`src/hw/rtl/dsfp_pkg.sv`:
```
// Shared constants, request codes, event struct and divide-by-ten helper
// for the dust sensor frame parser. No dependencies.
package dsfp_pkg;

    localparam logic [1:0] REQ_BYTE     = 2'd0;
    localparam logic [1:0] REQ_LINE_ERR = 2'd1;
    localparam logic [1:0] REQ_READ     = 2'd2;

    localparam logic [7:0] HEAD_BYTE = 8'hA5;

    localparam int TENTHS_W = 16;
    localparam int WHOLE_W  = 13;
    localparam int CONC_W   = 14;

    // (x * 0xCCCD) >> 19 equals x / 10 for every x below 2^18
    localparam logic [15:0] DIV10_MUL   = 16'hCCCD;
    localparam logic [4:0]  DIV10_SHIFT = 5'd19;

    typedef struct packed {
        logic                good;
        logic                bad;
        logic [TENTHS_W-1:0] tenths;
    } frame_evt_t;

    function automatic logic [WHOLE_W-1:0] div10_round(input logic [TENTHS_W-1:0] t);
        logic [TENTHS_W:0]   x;
        logic [2*TENTHS_W:0] p;
        begin
            x = {1'b0, t} + (TENTHS_W+1)'(5);
            p = (2*TENTHS_W+1)'(x) * (2*TENTHS_W+1)'(DIV10_MUL);
            div10_round = WHOLE_W'(p >> DIV10_SHIFT);
        end
    endfunction

endpackage

```
`src/hw/rtl/dsfp_if.sv`:
```
// Valid/ready channel interfaces for requests and results.
// Depends on dsfp_pkg.
interface dsfp_req_if;
    import dsfp_pkg::*;
    logic       valid;
    logic       ready;
    logic [1:0] req_type;
    logic [7:0] rx_byte;

    modport source (output valid, output req_type, output rx_byte, input ready);
    modport sink   (input valid, input req_type, input rx_byte, output ready);
endinterface

interface dsfp_res_if;
    import dsfp_pkg::*;
    logic                valid;
    logic                ready;
    logic                frame_accepted;
    logic                checksum_bad;
    logic                read_ok;
    logic [TENTHS_W-1:0] dust_tenths;
    logic [WHOLE_W-1:0]  dust_whole;
    logic                new_data_pending;

    modport source (output valid, output frame_accepted, output checksum_bad,
                    output read_ok, output dust_tenths, output dust_whole,
                    output new_data_pending, input ready);
    modport sink   (input valid, input frame_accepted, input checksum_bad,
                    input read_ok, input dust_tenths, input dust_whole,
                    input new_data_pending, output ready);
endinterface

```
`src/hw/rtl/dust_sensor_frame_parser.sv`:
```
// Dust sensor frame parser top level: request handling, stored value,
// pending flag and result register. Depends on dsfp_pkg, dsfp_if, dsfp_frame_fsm.
//
//   channel | dir | payload                                   | handshake
//   req     | in  | req_type, rx_byte                         | valid/ready
//   res     | out | frame_accepted, checksum_bad, read_ok,    | valid/ready
//           |     | dust_tenths, dust_whole, new_data_pending |
//
// One request per cycle while the result register is empty or draining; its result
// shows in the cycle after the transfer, from the single result register. The read
// path holds the divide-by-ten (reciprocal multiply) from the stored value.
// rst_n is asynchronous and active low; it clears the frame position,
// stored value, pending flag and result valid.
// A stalled result holds; a new request is taken in the cycle it drains.
module dust_sensor_frame_parser (
    input  logic       clk,
    input  logic       rst_n,
    dsfp_req_if.sink   req,
    dsfp_res_if.source res
);
    import dsfp_pkg::*;

    logic       accept;
    logic       is_read;
    frame_evt_t evt;

    logic [TENTHS_W-1:0] tenths_reg, tenths_next;
    logic                pending_reg, pending_next;
    logic                read_ok;

    logic                out_valid_reg;
    logic                fa_reg, cb_reg, ro_reg, pend_out_reg;
    logic [TENTHS_W-1:0] dt_reg;
    logic [WHOLE_W-1:0]  dw_reg;

    assign req.ready = !out_valid_reg || res.ready;
    assign accept    = req.valid && req.ready;
    assign is_read   = (req.req_type == REQ_READ);
    assign read_ok   = is_read && pending_reg;

    dsfp_frame_fsm u_fsm (
        .clk        (clk),
        .rst_n      (rst_n),
        .byte_valid (accept && (req.req_type == REQ_BYTE)),
        .line_err   (accept && (req.req_type == REQ_LINE_ERR)),
        .rx_byte    (req.rx_byte),
        .evt        (evt)
    );

    always_comb
    begin
        tenths_next  = tenths_reg;
        pending_next = pending_reg;
        if (evt.good)
        begin
            tenths_next  = evt.tenths;
            pending_next = 1'b1;
        end
        else if (accept && read_ok)
        begin
            pending_next = 1'b0;
        end
    end

    always_ff @(posedge clk or negedge rst_n)
    begin
        if (!rst_n)
        begin
            tenths_reg    <= '0;
            pending_reg   <= 1'b0;
            out_valid_reg <= 1'b0;
        end
        else
        begin
            tenths_reg  <= tenths_next;
            pending_reg <= pending_next;
            if (accept)
            begin
                out_valid_reg <= 1'b1;
            end
            else if (res.ready)
            begin
                out_valid_reg <= 1'b0;
            end
        end
    end

    always_ff @(posedge clk)
    begin
        if (accept)
        begin
            fa_reg       <= evt.good;
            cb_reg       <= evt.bad;
            ro_reg       <= read_ok;
            dt_reg       <= read_ok ? tenths_reg : '0;
            dw_reg       <= read_ok ? div10_round(tenths_reg) : '0;
            pend_out_reg <= pending_next;
        end
    end

    assign res.valid            = out_valid_reg;
    assign res.frame_accepted   = fa_reg;
    assign res.checksum_bad     = cb_reg;
    assign res.read_ok          = ro_reg;
    assign res.dust_tenths      = dt_reg;
    assign res.dust_whole       = dw_reg;
    assign res.new_data_pending = pend_out_reg;

endmodule

```
`src/hw/rtl/dsfp_frame_fsm.sv`:
```
// Frame position tracker and checksum check for the 4-byte sensor frame.
// Depends on dsfp_pkg.
module dsfp_frame_fsm (
    input  logic                 clk,
    input  logic                 rst_n,
    input  logic                 byte_valid,
    input  logic                 line_err,
    input  logic [7:0]           rx_byte,
    output dsfp_pkg::frame_evt_t evt
);
    import dsfp_pkg::*;

    localparam logic [1:0] IDX_HUNT  = 2'd0;
    localparam logic [1:0] IDX_DATA1 = 2'd1;
    localparam logic [1:0] IDX_DATA2 = 2'd2;
    localparam logic [1:0] IDX_CHECK = 2'd3;

    logic [1:0] idx_reg, idx_next;
    logic [7:0] data1_reg, data1_next;
    logic [7:0] data2_reg, data2_next;
    logic [6:0] sum7;
    logic [CONC_W-1:0] conc;
    logic [TENTHS_W-1:0] conc_ext;
    logic sum_match;

    // head byte is always 0xA5 once a frame is open
    assign sum7      = HEAD_BYTE[6:0] + data1_reg[6:0] + data2_reg[6:0];
    assign sum_match = (rx_byte == {1'b0, sum7});
    assign conc      = {data1_reg[6:0], data2_reg[6:0]};
    assign conc_ext  = TENTHS_W'(conc);

    always_comb
    begin
        idx_next   = idx_reg;
        data1_next = data1_reg;
        data2_next = data2_reg;
        evt.good   = 1'b0;
        evt.bad    = 1'b0;
        evt.tenths = (conc_ext << 3) + (conc_ext << 1);
        if (line_err)
        begin
            idx_next = IDX_HUNT;
        end
        else if (byte_valid)
        begin
            if (rx_byte == HEAD_BYTE)
            begin
                idx_next = IDX_DATA1;
            end
            else
            begin
                case (idx_reg)
                    IDX_HUNT:  idx_next = IDX_HUNT;
                    IDX_DATA1:
                    begin
                        data1_next = rx_byte;
                        idx_next   = IDX_DATA2;
                    end
                    IDX_DATA2:
                    begin
                        data2_next = rx_byte;
                        idx_next   = IDX_CHECK;
                    end
                    IDX_CHECK:
                    begin
                        evt.good = sum_match;
                        evt.bad  = !sum_match;
                        idx_next = IDX_HUNT;
                    end
                    default:   idx_next = IDX_HUNT;
                endcase
            end
        end
    end

    always_ff @(posedge clk or negedge rst_n)
    begin
        if (!rst_n)
        begin
            idx_reg <= IDX_HUNT;
        end
        else
        begin
            idx_reg <= idx_next;
        end
    end

    always_ff @(posedge clk)
    begin
        data1_reg <= data1_next;
        data2_reg <= data2_next;
    end

endmodule

```
`src/flat_wrapper.sv`:
```
// flat-port wrapper written by rule: the top's interface ports become plain ports
module dust_sensor_frame_parser_flat import dsfp_pkg::*;
  (clk, rst_n, req_valid, req_req_type, req_rx_byte, req_ready, res_valid, res_frame_accepted, res_checksum_bad, res_read_ok, res_dust_tenths, res_dust_whole, res_new_data_pending, res_ready);
  dsfp_req_if req_i ();
  dsfp_res_if res_i ();
  input  logic clk;
  input  logic rst_n;
  input wire logic [$bits(req_i.valid)-1:0] req_valid;
  input wire logic [$bits(req_i.req_type)-1:0] req_req_type;
  input wire logic [$bits(req_i.rx_byte)-1:0] req_rx_byte;
  output wire logic [$bits(req_i.ready)-1:0] req_ready;
  output wire logic [$bits(res_i.valid)-1:0] res_valid;
  output wire logic [$bits(res_i.frame_accepted)-1:0] res_frame_accepted;
  output wire logic [$bits(res_i.checksum_bad)-1:0] res_checksum_bad;
  output wire logic [$bits(res_i.read_ok)-1:0] res_read_ok;
  output wire logic [$bits(res_i.dust_tenths)-1:0] res_dust_tenths;
  output wire logic [$bits(res_i.dust_whole)-1:0] res_dust_whole;
  output wire logic [$bits(res_i.new_data_pending)-1:0] res_new_data_pending;
  input wire logic [$bits(res_i.ready)-1:0] res_ready;
  assign req_i.valid = req_valid;
  assign req_i.req_type = req_req_type;
  assign req_i.rx_byte = req_rx_byte;
  assign req_ready = req_i.ready;
  assign res_valid = res_i.valid;
  assign res_frame_accepted = res_i.frame_accepted;
  assign res_checksum_bad = res_i.checksum_bad;
  assign res_read_ok = res_i.read_ok;
  assign res_dust_tenths = res_i.dust_tenths;
  assign res_dust_whole = res_i.dust_whole;
  assign res_new_data_pending = res_i.new_data_pending;
  assign res_i.ready = res_ready;
  dust_sensor_frame_parser u_core (.clk(clk), .rst_n(rst_n), .req(req_i), .res(res_i));
endmodule
```
`config.mk`:
```
export PLATFORM = sky130hd
export DESIGN_NAME = dust_sensor_frame_parser_flat
export DESIGN_NICKNAME = d
export VERILOG_FILES = /design/src/hw/rtl/dsfp_pkg.sv /design/src/hw/rtl/dsfp_if.sv /design/src/hw/rtl/dust_sensor_frame_parser.sv /design/src/hw/rtl/dsfp_frame_fsm.sv /design/src/flat_wrapper.sv
export SDC_FILE = /design/constraint.sdc
export NUM_CORES = 1
export LEC_CHECK = 0
export BUFFER_PORTS_ARGS = -buffer_cell sky130_fd_sc_hd__buf_4
export CAP_MARGIN = 20
export CORE_MARGIN = 2
export CORE_UTILIZATION = 55
export CTS_CLUSTER_SIZE = 25
export DETAILED_ROUTE_END_ITERATION = 10
export PLACE_DENSITY = 0.77
export SKIP_LAST_GASP = 1
export SYNTH_ARGS = -nofsm -noshare
export SYNTH_HDL_FRONTEND = slang
export SYNTH_HIERARCHICAL = 1
export SYNTH_SLANG_ARGS = --single-unit
```
`constraint.sdc`:
```
create_clock -name clk -period 6.9 [get_ports clk]
set_clock_uncertainty 0.05 [all_clocks]
set_input_delay 0.69 -clock clk [delete_from_list [all_inputs] [get_ports clk]]
set_output_delay 0.69 -clock clk [all_outputs]
set_load 0.1 [all_outputs]
```
==> flow_metrics.tcl <==
set metrics [dict create \
    arrival_ns 6.74 \
    die_area_um2 17000 \
    endpoint_kind "flop" \
    core_um2 15700 \
    worst_path_max_delay_cell "fa_1" \
    drv_cap 0 \
    path_buf_inv 4 \
    place_inst 1156 \
    grt_pass1_vias 6692 \
    fillerInstances 1278 \
    seq_area_frac_synth_pct 21.8 \
    place_hpwl_um 17100 \
    portBuffers 48 \
    synthArstFlopShare_pct 29.9 \
    wl_um 20300 \
    setup_viol 0 \
    max_freq_mhz 149 \
    die_height_um 130 \
    crit_top_cell "fa_1" \
    final.setup.tns_ns 0 \
    post_drt_via_cell_ratio 5.47 \
    tightestPinTransition_ns 0.788 \
    pin_count 49 \
    fp.dieW_um 130 \
    grt_max_degree 22 \
    drv_slew 0 \
    path_cells "ha_1 -> o2111ai_4 -> nor2_1 -> xor2_2 -> ha_1 -> inv_1 -> fa_1 -> inv_1 -> fa_1 -> fa_1 -> fa_1 -> inv_1 -> fa_1 -> inv_1 -> ha_1 -> nand4_1 -> o31ai_1 -> a31oi_1 -> o41a_1 -> o311ai_2 -> mux2_1" \
    clockBufferDepth 2 \
    dr_total_vias 6427 \
    nNetsFinal 1209 \
    fin_crit_ns 6.70 \
    final-hold-violation-count 0 \
    clk_pin_slew_ns 0.06 \
    root_buffer "clkbuf_16" \
    syn-cell-area_um2 8760 \
    ir_drop_mv 0.175 \
    max_slew_margin_pct 47.1 \
    cp-startpoint "u_core/tenths_reg[1]" \
    syn-num-nets 1141 \
    status "finished, final reports clean" \
    reg2reg_depth 21 \
    p_leak_nw 5.13 \
    synth_area_leader_cell "ha_1" \
    cts_num_sinks 67 \
    p_per_area_nw_per_um2 114 \
    max_stage_delay_ns 0.55 \
    r2r_start "u_core/tenths_reg[1]" \
    critPathLaunchType "flop" \
    grt_use_total_pct 25.9 \
    dr.first_iter.drc_count 357 \
    firstDrtPassIters 5 \
    grt_pass1_wl_um 33100 \
    crit_fanout 6 \
    gp_congestion 0.982 \
    final_antenna_net_count 0 \
    synthCells 885 \
    synth.avg_cell_area_um2 9.90 \
    antenna_cells 0 \
    synth_cell_types 60 \
    antenna_found_initial 0 \
    yosys.area.top_type_share_pct 22.3 \
    synth_edf_count 47 \
    fin_crit_sh_pct 97.1 \
    required_ns 6.94 \
    fp-row-count 46 \
    finalNonFillerCells 1174 \
    drive_gt1_share_pct 11.9 \
    tritoncts "built" \
    final_area_um2 9840 \
    holdWs_ns 0.172 \
    rsz0062_at_grt "true" \
    drc 0 \
    critPathKind "reg -> reg" \
    cts_buffers 9 \
    yosys-top-cells-area "ha_1 22%, fa_1 20%, edfxtp_1 16%" \
    initial_core_util_pct 55.8 \
    grt-ovfl-total 0 \
    ys_ff_latch 67 \
    place_area_um2 9490 \
    hold_path.class "in -> async" \
    clk_latency_ns 0.34 \
    synth_warnings 6 \
    synth_ff_type "edfxtp_1" \
    cp.depth 21 \
    cpLargestDelayFamily "adder cells" \
    wl_per_cell_um 17.3 \
    area_growth_pct 12.2 \
    h-tree-depth 3 \
]
timing repair:
item | 4_1_cts | 5_1_grt
hold buffers | 0 | 0
endpoints found under the setup margin | 4 | 12
resized for setup | 2 | 7
buffers inserted | 0 | 2
endpoints found under the hold margin | 0 | 0
pin swaps | 0 | 1
cell usage after synthesis, drive strengths merged (2+ instances only):
master / instances
xnor2: 37
nor2b: 4
a2111oi: 2
nor4: 2
dfrtp: 20
nand3: 11
and2: 5
o211ai: 3
xor2: 18
nor3b: 4
buf: 5
and4: 2
and3: 17
mux2i: 6
a21oi: 38
o31ai: 6
nand4bb: 2
fa: 86
edfxtp: 47
a31oi: 4
nand2b: 8
inv: 204
nand4: 13
nand2: 45
nor3: 8
a211o: 3
mux2: 14
o2111ai: 2
clkbuf: 8
ha: 156
a211oi: 5
a21o: 12
o31a: 2
nor2: 36
o21bai: 7
o41a: 2
o21a: 6
o21ai: 21
where the power goes:
group	switching, mW	leakage (nW)	total, mW	internal [mW]
sequential	0.00739	0.712	0.452	0.445
combinational	0.161	4.29	0.233	0.0714
clock	0.188	0.132	0.433	0.245
area by class of cell:
cell class	instances	area [µm²]	area share (%)
inverters	204	766	7.79
flip-flops and latches	67	1910	19.4
well taps	216	270	2.75
clock inverters	7	51.3	0.522
multi-input cells	601	6090	61.9
repair buffers	70	526	5.34
clock buffers	9	225	2.29
cell usage in the layout (no fill, tap or decap), types with 8 or more instances in the layout:
cell	n
mux2_2	13
nand2b_1	8
fa_1	86
a21oi_1	37
nand2_1	45
and3_1	17
xor2_1	17
nor2_1	36
o21ai_0	19
nand3_1	11
edfxtp_1	47
buf_4	70
ha_1	156
nand4_1	13
xnor2_1	34
a21o_1	12
dfrtp_1	20
clkbuf_16	9
inv_1	204
metrics by stage:
step	setup slack (ns)	power, mW	utilization, %
after floorplan	0.558	0.634	-
after global placement	0.0192	0.688	60.4
after CTS	0.100	1.13	62.2
final	0.199	1.12	62.6
after global routing	-0.0104	1.17	62.6
after detailed placement	-0.129	0.693	60.4
per-layer routing:
metal	global-route usage, %	part of all wire [%]
met1	31.3	42
met2	45.9	50
met3	5.08	5.3
met4	9.68	3.1
met5	0	0
worst register-to-register path, stage by stage, from the launching register on:
cell       delay, ns
dfrtp_1         0.42
ha_1            0.27
o2111ai_4       0.18
nor2_1          0.22
xor2_2          0.35
ha_1            0.23
inv_1           0.12
fa_1            0.55
inv_1           0.05
fa_1            0.51
fa_1            0.52
fa_1            0.55
inv_1           0.05
fa_1            0.53
inv_1           0.04
ha_1            0.37
nand4_1         0.23
o31ai_1         0.32
a31oi_1         0.07
o41a_1          0.19
o311ai_2        0.25
mux2_1          0.36
cells by family (layout without fill, tap and decap cells):
logic type	after synthesis	after routing	synth area share, %
multiplexers	20	20	2.48
adder cells (fa/ha/maj)	242	242	41.9
AO/OA/AOI/OAI	124	124	9.69
AND/OR/NAND/NOR	159	159	9.08
other	1	1	0.0428
flip-flops	67	67	21.8
buffers and inverters	217	290	9.48
XOR/XNOR	55	55	5.50
path summary, 6_finish.rpt:
| path | to | slack (ns) |
|---|---|---|
| setup / recovery | u_core/res.dust_whole[10] | 0.20 |
| hold / removal | u_core/res.valid | 0.17 |
| setup reg to reg | u_core/res.dust_whole[10] | 0.20 |
| hold reg to reg | u_core/res.valid | 0.52 |
| max in group asynchronous | u_core/tenths_reg[5] | 6.40 |
| min in group clk | u_core/res.valid | 0.49 |
Note: power is estimated with default switching activity, not from simulation.
